==> src/rdb_string_header_decoder_macros.svh <==
// assertion macros shared by the decoder modules
// depends on: a clk and an active-low rst_n in the module that expands them
`ifndef RDB_STRING_HEADER_DECODER_MACROS_SVH
`define RDB_STRING_HEADER_DECODER_MACROS_SVH

// check only outside reset
`define RDB_ASSERT(label, prop, msg) \
    label: assert property (@(posedge clk) disable iff (!rst_n) (prop)) else $error(msg);

// check at every edge, reset included
`define RDB_ASSERT_ALWAYS(label, prop, msg) \
    label: assert property (@(posedge clk) (prop)) else $error(msg);

`endif

==> src/rdbshd_pkg.sv <==
// shared types and codes for the string header decoder
// depends on: nothing
package rdbshd_pkg;

    // result kinds as seen on m_axis_tuser
    localparam logic [2:0] KIND_INT   = 3'd0;
    localparam logic [2:0] KIND_RAW   = 3'd1;
    localparam logic [2:0] KIND_HDR   = 3'd2;
    localparam logic [2:0] KIND_COMP  = 3'd3;
    localparam logic [2:0] KIND_EMPTY = 3'd4;

    // output payload width: integer, byte, packed length, plain length
    localparam int OUT_DATA_W = 104;

    // default depth of the queue between decoder and output stage
    localparam int RDBSHD_QUEUE_DEPTH = 2;

    // compact result record: value holds integer, byte or packed length,
    // aux holds the plain length of a compressed header
    typedef struct packed {
        logic [2:0]  kind;
        logic [31:0] value;
        logic [31:0] aux;
        logic        last;
    } rdbshd_rec_t;

    // decoder to queue push
    typedef struct packed {
        logic        valid;
        rdbshd_rec_t rec;
    } rdbshd_push_t;

endpackage

==> src/rdbshd_front.sv <==
// byte decoder: accepts stream bytes and runs the length-prefix state machine
// depends on: rdbshd_pkg, rdb_string_header_decoder_macros.svh
`include "rdb_string_header_decoder_macros.svh"

module rdbshd_front
    import rdbshd_pkg::*;
(
    input  logic         clk,
    input  logic         rst_n,
    input  logic         in_valid,
    input  logic         in_ready,
    input  logic [7:0]   in_byte,
    output rdbshd_push_t push
);

    // decoder phases
    localparam logic [3:0] PH_IDLE   = 4'd0;
    localparam logic [3:0] PH_LEN14  = 4'd1;
    localparam logic [3:0] PH_LEN32  = 4'd2;
    localparam logic [3:0] PH_RAW    = 4'd3;
    localparam logic [3:0] PH_INT    = 4'd4;
    localparam logic [3:0] PH_CL_PFX = 4'd5;
    localparam logic [3:0] PH_CL_14  = 4'd6;
    localparam logic [3:0] PH_CL_32  = 4'd7;
    localparam logic [3:0] PH_PL_PFX = 4'd8;
    localparam logic [3:0] PH_PL_14  = 4'd9;
    localparam logic [3:0] PH_PL_32  = 4'd10;
    localparam logic [3:0] PH_CBYTES = 4'd11;

    // which length field just completed
    localparam logic [1:0] STG_MAIN   = 2'd0;
    localparam logic [1:0] STG_PACKED = 2'd1;
    localparam logic [1:0] STG_PLAIN  = 2'd2;

    logic [3:0]  phase_reg, phase_next;
    logic [31:0] bytes_left_reg, bytes_left_next;
    logic [31:0] gathered_reg, gathered_next;
    logic [2:0]  gather_count_reg, gather_count_next;
    logic [1:0]  int_width_reg, int_width_next;
    logic [31:0] saved_packed_reg, saved_packed_next;

    logic        in_fire;
    logic [1:0]  form;
    logic [5:0]  low;
    logic        len_done;
    logic [1:0]  len_stage;
    logic [31:0] len_value;
    logic [31:0] shifted32;
    logic [31:0] int_or;
    logic [31:0] int_acc;
    logic [2:0]  count_inc;
    logic [2:0]  int_nbytes;
    logic [31:0] bytes_dec;

    assign in_fire   = in_valid && in_ready;
    assign form      = in_byte[7:6];
    assign low       = in_byte[5:0];
    assign shifted32 = {gathered_reg[23:0], in_byte};
    assign count_inc = gather_count_reg + 3'd1;
    assign bytes_dec = bytes_left_reg - 32'd1;

    // little-endian placement of the next integer byte
    always_comb
    begin
        unique case (gather_count_reg[1:0])
            2'd0:    int_or = {24'd0, in_byte};
            2'd1:    int_or = {16'd0, in_byte, 8'd0};
            2'd2:    int_or = {8'd0, in_byte, 16'd0};
            default: int_or = {in_byte, 24'd0};
        endcase
    end
    assign int_acc = gathered_reg | int_or;

    always_comb
    begin
        unique case (int_width_reg)
            2'd0:    int_nbytes = 3'd1;
            2'd1:    int_nbytes = 3'd2;
            default: int_nbytes = 3'd4;
        endcase
    end

    // decoder state machine
    always_comb
    begin
        phase_next        = phase_reg;
        bytes_left_next   = bytes_left_reg;
        gathered_next     = gathered_reg;
        gather_count_next = gather_count_reg;
        int_width_next    = int_width_reg;
        saved_packed_next = saved_packed_reg;
        push              = '0;
        len_done          = 1'b0;
        len_stage         = STG_MAIN;
        len_value         = '0;

        if (in_fire)
        begin
            unique case (phase_reg)
                PH_IDLE:
                begin
                    priority if (form == 2'd0)
                    begin
                        len_done  = 1'b1;
                        len_value = {26'd0, low};
                    end
                    else if (form == 2'd1)
                    begin
                        gathered_next = {26'd0, low};
                        phase_next    = PH_LEN14;
                    end
                    else if (form == 2'd2)
                    begin
                        gathered_next     = '0;
                        gather_count_next = '0;
                        phase_next        = PH_LEN32;
                    end
                    else if (low <= 6'd2)
                    begin
                        int_width_next    = low[1:0];
                        gathered_next     = '0;
                        gather_count_next = '0;
                        phase_next        = PH_INT;
                    end
                    else if (low == 6'd3)
                    begin
                        phase_next = PH_CL_PFX;
                    end
                    else
                    begin
                        // unknown special value is read as a raw length
                        len_done  = 1'b1;
                        len_value = {26'd0, low};
                    end
                end
                PH_LEN14, PH_CL_14, PH_PL_14:
                begin
                    len_done  = 1'b1;
                    len_stage = (phase_reg == PH_LEN14) ? STG_MAIN :
                                (phase_reg == PH_CL_14) ? STG_PACKED : STG_PLAIN;
                    len_value = {18'd0, gathered_reg[5:0], in_byte};
                end
                PH_LEN32, PH_CL_32, PH_PL_32:
                begin
                    gathered_next     = shifted32;
                    gather_count_next = count_inc;
                    len_stage = (phase_reg == PH_LEN32) ? STG_MAIN :
                                (phase_reg == PH_CL_32) ? STG_PACKED : STG_PLAIN;
                    len_value = shifted32;
                    len_done  = (count_inc >= 3'd4);
                end
                PH_RAW, PH_CBYTES:
                begin
                    bytes_left_next = bytes_dec;
                    push.valid      = 1'b1;
                    push.rec.kind   = (phase_reg == PH_RAW) ? KIND_RAW : KIND_COMP;
                    push.rec.value  = {24'd0, in_byte};
                    push.rec.last   = (bytes_dec == 32'd0);
                    if (bytes_dec == 32'd0)
                    begin
                        phase_next = PH_IDLE;
                    end
                end
                PH_INT:
                begin
                    gathered_next     = int_acc;
                    gather_count_next = count_inc;
                    if (count_inc >= int_nbytes)
                    begin
                        push.valid    = 1'b1;
                        push.rec.kind = KIND_INT;
                        push.rec.last = 1'b1;
                        unique case (int_nbytes)
                            3'd1:    push.rec.value = {{24{int_acc[7]}}, int_acc[7:0]};
                            3'd2:    push.rec.value = {{16{int_acc[15]}}, int_acc[15:0]};
                            default: push.rec.value = int_acc;
                        endcase
                        phase_next = PH_IDLE;
                    end
                end
                PH_CL_PFX, PH_PL_PFX:
                begin
                    // nested prefix; a special form reads as a 6-bit length
                    if (form == 2'd1)
                    begin
                        gathered_next = {26'd0, low};
                        phase_next    = (phase_reg == PH_CL_PFX) ? PH_CL_14 : PH_PL_14;
                    end
                    else if (form == 2'd2)
                    begin
                        gathered_next     = '0;
                        gather_count_next = '0;
                        phase_next        = (phase_reg == PH_CL_PFX) ? PH_CL_32 : PH_PL_32;
                    end
                    else
                    begin
                        len_done  = 1'b1;
                        len_stage = (phase_reg == PH_CL_PFX) ? STG_PACKED : STG_PLAIN;
                        len_value = {26'd0, low};
                    end
                end
                default:
                begin
                    phase_next = PH_IDLE;
                end
            endcase

            // a length field has completed
            if (len_done)
            begin
                unique case (len_stage)
                    STG_MAIN:
                    begin
                        if (len_value == 32'd0)
                        begin
                            push.valid    = 1'b1;
                            push.rec.kind = KIND_EMPTY;
                            push.rec.last = 1'b1;
                            phase_next    = PH_IDLE;
                        end
                        else
                        begin
                            bytes_left_next = len_value;
                            phase_next      = PH_RAW;
                        end
                    end
                    STG_PACKED:
                    begin
                        saved_packed_next = len_value;
                        phase_next        = PH_PL_PFX;
                    end
                    default:
                    begin
                        push.valid     = 1'b1;
                        push.rec.kind  = KIND_HDR;
                        push.rec.value = saved_packed_reg;
                        push.rec.aux   = len_value;
                        if (saved_packed_reg == 32'd0)
                        begin
                            push.rec.last = 1'b1;
                            phase_next    = PH_IDLE;
                        end
                        else
                        begin
                            bytes_left_next = saved_packed_reg;
                            phase_next      = PH_CBYTES;
                        end
                    end
                endcase
            end
        end
    end

    // state registers
    always_ff @(posedge clk or negedge rst_n)
    begin
        if (!rst_n)
        begin
            phase_reg        <= PH_IDLE;
            bytes_left_reg   <= '0;
            gathered_reg     <= '0;
            gather_count_reg <= '0;
            int_width_reg    <= '0;
            saved_packed_reg <= '0;
        end
        else
        begin
            phase_reg        <= phase_next;
            bytes_left_reg   <= bytes_left_next;
            gathered_reg     <= gathered_next;
            gather_count_reg <= gather_count_next;
            int_width_reg    <= int_width_next;
            saved_packed_reg <= saved_packed_next;
        end
    end

    // payload phases always have bytes outstanding
    `RDB_ASSERT_ALWAYS(a_bytes_left_live,
        (phase_reg == PH_RAW || phase_reg == PH_CBYTES) |-> (bytes_left_reg != 32'd0),
        "payload phase with no bytes left")
    // a result closing an object returns the decoder to idle
    `RDB_ASSERT(a_last_to_idle,
        (push.valid && push.rec.last) |=> (phase_reg == PH_IDLE),
        "object ended but decoder not idle")

endmodule

==> src/rdbshd_queue.sv <==
// short queue of result records between decoder and output stage
// depends on: rdbshd_pkg, rdb_string_header_decoder_macros.svh
`include "rdb_string_header_decoder_macros.svh"

module rdbshd_queue
    import rdbshd_pkg::*;
#(
    parameter int DEPTH = RDBSHD_QUEUE_DEPTH
)
(
    input  logic         clk,
    input  logic         rst_n,
    input  rdbshd_push_t push,
    output logic         not_full,
    output logic         head_valid,
    output rdbshd_rec_t  head,
    input  logic         pop
);

    localparam int PTR_W = (DEPTH > 1) ? $clog2(DEPTH) : 1;
    localparam int CNT_W = $clog2(DEPTH + 1);
    localparam logic [PTR_W-1:0] LAST_IDX = PTR_W'(DEPTH - 1);
    localparam logic [CNT_W-1:0] FULL_CNT = CNT_W'(DEPTH);

    rdbshd_rec_t      mem [DEPTH];
    logic [PTR_W-1:0] wr_ptr_reg, wr_ptr_next;
    logic [PTR_W-1:0] rd_ptr_reg, rd_ptr_next;
    logic [CNT_W-1:0] count_reg, count_next;
    logic             do_push;
    logic             do_pop;

    assign not_full   = (count_reg != FULL_CNT);
    assign head_valid = (count_reg != '0);
    assign head       = mem[rd_ptr_reg];
    assign do_push    = push.valid;
    assign do_pop     = pop && head_valid;

    // pointer and occupancy update
    always_comb
    begin
        wr_ptr_next = wr_ptr_reg;
        rd_ptr_next = rd_ptr_reg;
        count_next  = count_reg;
        if (do_push)
        begin
            wr_ptr_next = (wr_ptr_reg == LAST_IDX) ? '0 : wr_ptr_reg + 1'b1;
        end
        if (do_pop)
        begin
            rd_ptr_next = (rd_ptr_reg == LAST_IDX) ? '0 : rd_ptr_reg + 1'b1;
        end
        unique case ({do_push, do_pop})
            2'b10:   count_next = count_reg + 1'b1;
            2'b01:   count_next = count_reg - 1'b1;
            default: count_next = count_reg;
        endcase
    end

    always_ff @(posedge clk or negedge rst_n)
    begin
        if (!rst_n)
        begin
            wr_ptr_reg <= '0;
            rd_ptr_reg <= '0;
            count_reg  <= '0;
        end
        else
        begin
            wr_ptr_reg <= wr_ptr_next;
            rd_ptr_reg <= rd_ptr_next;
            count_reg  <= count_next;
        end
    end

    // record storage
    always_ff @(posedge clk)
    begin
        if (do_push)
        begin
            mem[wr_ptr_reg] <= push.rec;
        end
    end

    `RDB_ASSERT(a_count_bound, count_reg <= FULL_CNT, "queue count above depth")
    `RDB_ASSERT(a_no_overflow, !(push.valid && !not_full), "push into full queue")

endmodule

==> src/rdbshd_back.sv <==
// output stage: expands result records into stream fields and holds them
// depends on: rdbshd_pkg
module rdbshd_back
    import rdbshd_pkg::*;
(
    input  logic                  clk,
    input  logic                  rst_n,
    input  logic                  head_valid,
    input  rdbshd_rec_t           head,
    output logic                  pop,
    output logic                  out_valid,
    input  logic                  out_ready,
    output logic [OUT_DATA_W-1:0] out_data,
    output logic [2:0]            out_kind,
    output logic                  out_last
);

    logic                  valid_reg, valid_next;
    logic [OUT_DATA_W-1:0] data_reg;
    logic [2:0]            kind_reg;
    logic                  last_reg;
    logic [OUT_DATA_W-1:0] data_next;

    assign pop = head_valid && (!valid_reg || out_ready);

    // steer record fields into the output layout, unused fields zero
    always_comb
    begin
        data_next = '0;
        unique case (head.kind)
            KIND_INT:
            begin
                data_next[31:0] = head.value;
            end
            KIND_RAW, KIND_COMP:
            begin
                data_next[39:32] = head.value[7:0];
            end
            KIND_HDR:
            begin
                data_next[71:40]  = head.value;
                data_next[103:72] = head.aux;
            end
            default:
            begin
                data_next = '0;
            end
        endcase
    end

    always_comb
    begin
        valid_next = valid_reg;
        if (pop)
        begin
            valid_next = 1'b1;
        end
        else if (out_ready)
        begin
            valid_next = 1'b0;
        end
    end

    always_ff @(posedge clk or negedge rst_n)
    begin
        if (!rst_n)
        begin
            valid_reg <= 1'b0;
        end
        else
        begin
            valid_reg <= valid_next;
        end
    end

    // output payload register
    always_ff @(posedge clk)
    begin
        if (pop)
        begin
            data_reg <= data_next;
            kind_reg <= head.kind;
            last_reg <= head.last;
        end
    end

    assign out_valid = valid_reg;
    assign out_data  = data_reg;
    assign out_kind  = kind_reg;
    assign out_last  = last_reg;

endmodule

==> src/rdb_string_header_decoder.sv <==
// Decodes a serialized string object, one byte per cycle, into integer,
// payload-byte and compressed-header results. The input takes a byte every
// cycle while the result queue has room; each byte is consumed by the prefix
// decoder as it is accepted, so the sustained rate is one byte per clock
// while the output keeps accepting results. A result is written into the
// queue and then into the output register; the queue (QUEUE_DEPTH entries)
// and the output register absorb output stalls so the input keeps flowing
// for up to QUEUE_DEPTH + 1 pending results.
// depends on: rdbshd_pkg, rdbshd_front, rdbshd_queue, rdbshd_back
module rdb_string_header_decoder
    import rdbshd_pkg::*;
#(
    parameter int QUEUE_DEPTH = RDBSHD_QUEUE_DEPTH
)
(
    input  logic                  clk,
    input  logic                  rst_n,
    input  logic                  s_axis_tvalid,
    output logic                  s_axis_tready,
    input  logic [7:0]            s_axis_tdata,   // in_byte
    output logic                  m_axis_tvalid,
    input  logic                  m_axis_tready,
    // integer_value, payload_byte, packed_length, plain_length
    output logic [OUT_DATA_W-1:0] m_axis_tdata,
    output logic [2:0]            m_axis_tuser,   // result_kind
    output logic                  m_axis_tlast    // last_of_object
);

    rdbshd_push_t push;
    rdbshd_rec_t  head;
    logic         not_full;
    logic         head_valid;
    logic         pop;

    assign s_axis_tready = not_full;

    // prefix decoder
    rdbshd_front u_front (
        .clk      (clk),
        .rst_n    (rst_n),
        .in_valid (s_axis_tvalid),
        .in_ready (not_full),
        .in_byte  (s_axis_tdata),
        .push     (push)
    );

    // result queue
    rdbshd_queue #(
        .DEPTH (QUEUE_DEPTH)
    ) u_queue (
        .clk        (clk),
        .rst_n      (rst_n),
        .push       (push),
        .not_full   (not_full),
        .head_valid (head_valid),
        .head       (head),
        .pop        (pop)
    );

    // output stage
    rdbshd_back u_back (
        .clk        (clk),
        .rst_n      (rst_n),
        .head_valid (head_valid),
        .head       (head),
        .pop        (pop),
        .out_valid  (m_axis_tvalid),
        .out_ready  (m_axis_tready),
        .out_data   (m_axis_tdata),
        .out_kind   (m_axis_tuser),
        .out_last   (m_axis_tlast)
    );

endmodule
==> config.mk <==
export PLATFORM = sky130hd
export DESIGN_NAME = rdb_string_header_decoder
export DESIGN_NICKNAME = d
export VERILOG_FILES = /design/src/rdbshd_pkg.sv /design/src/rdbshd_front.sv /design/src/rdbshd_queue.sv /design/src/rdbshd_back.sv /design/src/rdb_string_header_decoder.sv
export VERILOG_INCLUDE_DIRS = /design/src /design/src/src
export SDC_FILE = /design/constraint.sdc
export NUM_CORES = 1
export LEC_CHECK = 0
export CAP_MARGIN = 30
export CORE_ASPECT_RATIO = 1.75
export CORE_MARGIN = 1.5
export CORE_UTILIZATION = 55
export CTS_BUF_LIST = sky130_fd_sc_hd__clkbuf_2 sky130_fd_sc_hd__clkbuf_4 sky130_fd_sc_hd__clkbuf_8
export DETAILED_ROUTE_END_ITERATION = 8
export DONT_BUFFER_PORTS = 1
export PLACE_DENSITY = 0.72
export SYNTH_ARGS = -nofsm -noshare
export SYNTH_HDL_FRONTEND = slang
export SYNTH_SLANG_ARGS = --single-unit
==> constraint.sdc <==
create_clock -name clk -period 17.61 [get_ports clk]
set_input_delay 3.522 -clock clk [delete_from_list [all_inputs] [get_ports clk]]
set_output_delay 3.522 -clock clk [all_outputs]
set_load 0.01 [all_outputs]
---- Yosys cells after proc, flatten, opt, wreduce, memory -nomap -nowiden ----
Memories as Yosys holds them, arrays and structs flattened.
Cells that the tools add are included.
operators by class
  add/sub/neg operators ................... 6
  magnitude comparators ................... 3
  equal/unequal tests ..................... 39
  muxes and demuxes ....................... 85
  bitwise gates (word level) .............. 4
  reduce and logical (&&, ||, !) cells .... 32
operators with widths
  cell                                                   count
  2-to-1 mux 32 bit                                      16
  case mux 32 bit (4 select lines)                       2
  2-to-1 mux 69 bit                                      2
  case mux 32 bit (2 select lines)                       2
  zero test 32 bit                                       3
  case mux 32 bit (3 select lines)                       1
  case mux 36 bit (2 select lines)                       1
  2-to-1 mux 64 bit                                      1
  2-to-1 mux 4 bit                                       14
  2-to-1 mux 36 bit                                      1
  bitwise OR 32 bit                                      1
  subtractor 32 x 1 -> 32 bit, second input constant     1
  2-to-1 mux 2 bit                                       10
  case mux 4 bit (5 select lines)                        1
  2-to-1 mux 3 bit                                       6
  2-to-1 mux 1 bit                                       17
  equality test 4 x 3 -> 1 bit, second input constant    4
  equality test 4 bit, second input constant             4
  case mux 4 bit (2 select lines)                        2
  AND reduction 7 bit                                    2
  2-to-1 mux 6 bit                                       2
  inequality test 3 x 1 -> 1 bit, second input constant  4
  equality test 2 x 1 -> 1 bit, second input constant    5
  equality test 3 x 2 -> 1 bit, second input constant    3
  other kinds (40)                                       64
storage, ports and cells
  register bits ........................... 218
  memory bits (writable) .................. 136
  output and inout port bits .............. 110
  logic and storage cells ................. 185
  memories kept ........................... 1
memory list
  memory       words  width  rd ports  clocked after memory_dff  wr ports  RTL line            text
  u_queue.mem  2      68     1         0                         1         rdbshd_queue.sv:25  rdbshd_rec_t mem [DEPTH];

---- Depth between registers and ports, before layout ----
  depth in word-level cells ............... 15
  gate-level depth with buffers ........... 15

---- Modules after synthesis ----
A second synthesis with hierarchy kept.
second synthesis, totals
  cell total of the unflattened synthesis .. 1516
  area total of the unflattened synthesis .. 17141.4 um^2
by module, submodules not included
  module        times used  cells an instance  area each (um^2)  seq. area each (um^2)
  rdbshd_front  1           1030               7920.1            2627.5
  rdbshd_queue  1           229                5144.9            4184.0
  rdbshd_back   1           257                4076.4            3268.1

---- Worst setup path after synthesis ----
No wires, ideal clock.
  kind .................................... input port to flip-flop
  from .................................... input m_axis_tready
  to ...................................... register u_queue.count_reg[1]
  setup time .............................. 79 ps
  arrival ................................. 10100 ps
  slack ................................... 7430 ps
  stages .................................. 5
  buffers on the path ..................... 0
  cells stage by stage .................... inv_1 a21oi_1 ha_1 nor2_1 xor2_1
on the way
  longest elaborated chain between the ends .. 5
ends and longest elaborated chain
  item                                                                   RTL line                         text
  start, declared                                                        rdb_string_header_decoder.sv:22  input logic m_axis_tready,
  logical OR 1 bit *                                                     rdbshd_back.sv:24                assign pop = head_valid && (!valid_reg || out_ready);
  logical AND 1 bit *                                                    rdbshd_back.sv:24
  via pop                                                                rdb_string_header_decoder.sv:33  logic pop;
  logical AND 1 bit *                                                    rdbshd_queue.sv:36               assign do_pop = pop && head_valid;
  equality test 2 x 1 -> 1 bit or equality test 2 bit (tied branches)    rdbshd_queue.sv:52               unique case ({do_push, do_pop})
  case mux 2 bit (2 select lines) or nonzero test 2 bit (tied branches)  --
  end signal, assigned                                                   rdbshd_queue.sv:71               count_reg <= count_next;
  end, declared                                                          rdbshd_queue.sv:28               logic [CNT_W-1:0] count_reg, count_next;
Mark *: on every way through the listed nets, which the timed path passes. The rest lies on a longest branch.
A chain may end at the register's enable or synchronous reset.

---- Final worst setup path ----
  from .................................... input s_axis_tdata[6]
  to ...................................... register u_front.bytes_left_reg[20]
on the way
  longest elaborated chain between the ends .. 10
ends and longest elaborated chain
  item                              RTL line                                  text
  start, declared                   rdb_string_header_decoder.sv:20           input logic [7:0] s_axis_tdata,
  equality test 2 bit               rdbshd_front.sv:112, rdbshd_front.sv:189
  2-to-1 mux 32 bit                 rdbshd_front.sv:112                       else if (form == 2'd2)
  2-to-1 mux 32 bit                 rdbshd_front.sv:107                       else if (form == 2'd1)
  2-to-1 mux 32 bit                 rdbshd_front.sv:102                       priority if (form == 2'd0)
  case mux 32 bit (4 select lines)  rdbshd_front.sv:99                        unique case (phase_reg)
  2-to-1 mux 32 bit                 rdbshd_front.sv:97                        if (in_fire)
  zero test 32 bit                  rdbshd_front.sv:214                       if (len_value == 32'd0)
  2-to-1 mux 32 bit                 rdbshd_front.sv:214
  case mux 32 bit (2 select lines)  rdbshd_front.sv:211                       unique case (len_stage)
  2-to-1 mux 32 bit *               rdbshd_front.sv:209                       if (len_done)
  end signal, assigned              rdbshd_front.sv:269                       bytes_left_reg <= bytes_left_next;
  end, declared                     rdbshd_front.sv:36                        logic [31:0] bytes_left_reg, bytes_left_next;
Every way passes the cells marked *; elsewhere a longest branch is shown, timed or not. The select of a mux whose other input is x is not followed.

==> results.py <==
metrics = {
    "floorplanning": {
        "num_rows": 83,
        "initial_core_util_pct": 56.21,
        "dieArea_mm2": 0.03123,
        "die_h_um": 232.7,
        "ios": 122,
        "die_x_um": 134.2,
        "core_mm2": 0.02949,
    },
    "pwr": {
        "p_comb_share_pct": 34.6,
        "pwr-share-seq_pct": 42.7,
        "ir_worst_vdd_uv": 134.9,
        "power_density_mw_per_mm2": 184.1,
        "switching_share_pct": 40.89,
        "p_clk_share_pct": 22.7,
        "p_sw_mw": 1.363,
        "internal_power_mw": 1.970,
        "power.leakage_nw": 6.767,
    },
    "timing": {
        "fin_crit_sh_pct": 36.65,
        "hold_violations": 0,
        "slew_violations": 0,
        "fin_ws_ps": 11160,
        "slew_headroom_pct": 32.79,
        "worstMarginPinSlew_ps": 1006,
        "setup_viol": 0,
        "tns_ps": 0,
        "timing.fmax_ghz": 0.1549,
        "skew_ps": 32.82,
        "rsz0062_at_grt": "no",
        "min_period_ps": 6454,
    },
    "clocking": {
        "htree_levels": 2,
        "hold_buffers": 0,
        "cts_sinks": 354,
        "clk_latency_ps": 610,
        "cts_tree": "yes",
        "cts.repair.resized": 0,
        "clk_path_buf_depth": 3,
        "cts.clk_slew.worst_paths_ps": 70,
        "numCtsBuffers": 48,
        "cts_root_buffer": "clkbuf_8",
        "cts_setup_buffers": 0,
    },
    "yosys": {
        "synth-seq-cells": 354,
        "async_flop_share_pct": 31.07,
        "netlist_instances": 1481,
        "synth_nets": 1511,
        "seq_area_frac_synth_pct": 60.80,
        "syn-cell-area_mm2": 0.01658,
        "syn_avg_cell_area_um2": 11.19,
        "synth_cell_types": 86,
        "synth_edf_count": 244,
        "synth_flop_cell": "edfxtp_1",
        "ys_warn_count": 0,
    },
    "worst_setup_path": {
        "rr_worst_depth": 9,
        "crit_end": "u_front.bytes_left_reg[20]",
        "worstReg2RegEnd": "u_queue.mem[0][59]",
        "arrival_ps": 6920,
        "worst-setup-path-type": "in2reg",
        "reg2reg_slack_ps": 13160,
        "cp-start-kind": "input pin",
        "regToRegStartpoint": "u_front.int_width_reg[1]",
        "cp.required_ps": 18080,
        "critPathMaxFanout": 16,
        "worstSetupEndpointType": "flop",
        "worstSetupStartpoint": "s_axis_tdata[6]",
    },
    "layout": {
        "largest_reg_flops": 136,
        "drive_gt1_share_pct": 10.24,
        "regMostFlops": "u_queue.mem",
        "area_growth_pct": 9.193,
        "nNetsFinal": 1484,
        "diodes": 0,
    },
    "routing": {
        "dr_wl_met2_um": 23560,
        "ant_nets": 0,
        "dr.pass1.iters": 6,
        "num_vias": 12186,
        "wl_met3_um": 3101,
        "post_drt_via_cell_ratio": 6.496,
        "wire_per_inst_um": 24.99,
        "wl_um": 46880,
        "drt_iter0_markers": 1262,
        "highest_layer": "met4",
        "met1Wirelength_um": 16580,
        "remaining_drc_errors": 0,
    },
    "global_route": {
        "grt_max_degree": 111,
        "antenna_found_initial": 0,
        "grt_util_all_layers_pct": 30.40,
        "grt_pass1_wl_um": 71270,
        "overflow": 0,
        "first_global_vias": 11950,
    },
    "place": {
        "routabilityCongestion": 0.9702,
        "dp_slack_ps": 10420,
        "dp.final_hpwl_um": 32580,
        "io_buffers": 0,
    },
    "run_status": {
        "status": "finished, final reports clean",
    },
    "hold_path": {
        "hold_class": "reg2reg",
    },
    "job": {
        "cap_viol_max_count": 0,
    },
}
## cell type report
| type | count | area [µm²] |
|---|---|---|
| clock buffers | 58 | 748.2 |
| well taps | 382 | 478.0 |
| flip-flops and latches | 354 | 10080 |
| fillers | 2336 | 11390 |
| inverters | 33 | 123.9 |
| repair buffers | 22 | 242.7 |
| multi-input cells | 995 | 6010 |
| clock inverters | 32 | 416.7 |
## layout by cell type, fill, tap and decap left out, types with 7 or more instances in the layout
cell type / count
inv_1: 33
o31ai_1: 11
a31oi_1: 10
o21ai_0: 93
ha_1: 18
bufinv_16: 10
clkbuf_8: 50
mux2i_1: 67
xnor2_1: 9
clkbuf_4: 8
o22ai_1: 7
nor4_1: 29
nor2b_1: 9
mux2_2: 23
buf_4: 17
nor2_1: 207
nor3_1: 27
and2_1: 7
a211oi_1: 11
nand2b_1: 7
clkinv_1: 11
edfxtp_1: 244
a22oi_1: 17
a22o_1: 20
nand4_1: 14
a32oi_1: 9
nand2_1: 160
nand3_1: 26
a21oi_1: 85
a21o_1: 9
dfrtp_1: 109
## critical path: stages
cell       delay, ps
inv_1             50
ha_1             360
nor4b_1          260
nor2_1            60
and3_1           230
nand2_1          630
nand4_1          830
buf_4            460
a2111oi_0        410
a311oi_1         100
## power by group through the flow
stage,sequential (mW),clock (mW),combinational [mW]
4_1_cts,1.42,0.762,1.12
5_1_grt,1.45,0.796,1.24
3_5_place_dp,1.44,0,1.12
2_1_floorplan,1.36,0,0.838
3_3_place_gp,1.42,0,1.09
6_report,1.42,0.755,1.15
## kinds of logic (layout without fill, tap and decap cells)
group | count (synthesis) | count (layout) | synth area share [%]
AND/OR/NAND/NOR | 533 | 533 | 14.87
flip-flops | 354 | 354 | 60.80
AO/OA/AOI/OAI | 340 | 340 | 13.40
buffers and inverters | 132 | 145 | 3.170
multiplexers | 92 | 92 | 5.766
adder cells (fa/ha/maj) | 18 | 18 | 1.359
XOR/XNOR | 12 | 12 | 0.6340
## how the worst min path moves through the flow
| stage | startpoint | to | slack, ps | cells past startpoint |
|---|---|---|---|---|
| after floorplan | u_queue.count_reg[1] | u_queue.count_reg[1] | 460 | 1 |
| after global placement | u_queue.count_reg[1] | u_queue.count_reg[1] | 490 | 1 |
| after detailed placement | u_queue.count_reg[1] | u_queue.count_reg[1] | 490 | 1 |
| after CTS | u_queue.count_reg[1] | u_queue.count_reg[1] | 500 | 1 |
| after global routing | u_front.gathered_reg[24] | u_front.gathered_reg[24] | 520 | 1 |
| final | u_queue.count_reg[1] | u_queue.count_reg[1] | 500 | 1 |
## synth_stat cells, types with 5 or more instances
library cell | n | area [µm²]
a21o_1 | 9 | 67.56
nor2_1 | 209 | 784.5
xnor2_1 | 9 | 78.83
dfrtp_1 | 110 | 2753
a32oi_1 | 9 | 78.83
nand2_1 | 162 | 608.1
inv_1 | 33 | 123.9
nor2b_1 | 9 | 56.30
o21ai_0 | 93 | 465.5
and2_1 | 7 | 43.79
buf_1 | 8 | 30.03
a31oi_1 | 10 | 62.56
a22oi_1 | 17 | 127.6
buf_2 | 12 | 60.06
a21oi_1 | 86 | 430.4
nand2b_1 | 7 | 43.79
a22o_1 | 20 | 175.2
o21a_1 | 5 | 37.54
edfxtp_1 | 244 | 7327
o31ai_1 | 11 | 82.58
nor3_1 | 27 | 135.1
o22ai_1 | 7 | 43.79
mux2i_1 | 67 | 670.6
clkbuf_1 | 77 | 289.0
nand4_1 | 14 | 87.58
nor4_1 | 29 | 181.4
mux2_2 | 23 | 259.0
o221ai_1 | 6 | 52.55
a211oi_1 | 12 | 90.09
nand3_1 | 26 | 130.1
ha_1 | 18 | 225.2
## metal layers
layer	GRT usage (%)	up-vias
met5	0	-
met4	20.53	0
met3	4.924	197
met2	52.18	689
met1	34.68	5895
li1	-	5405
## per-stage QoR
| stage | total power [mW] | hold slack, ps | instance area [µm²] | utilization, % | std cells |
|---|---|---|---|---|---|
| detailed placement | 2.553 | 492.4 | 16880 | 57.24 | 1784 |
| CTS | 3.304 | 502.5 | 18050 | 61.19 | 1874 |
| floorplan | 2.198 | 464.7 | 16580 | - | 1481 |
| global route | 3.480 | 521.1 | 18100 | 61.38 | 1876 |
| finish | 3.333 | 500.3 | 18100 | 61.38 | 1876 |
| global placement | 2.515 | 489.9 | 16820 | 57.04 | 1781 |
No activity file was read; power rests on OpenSTA's default activity.
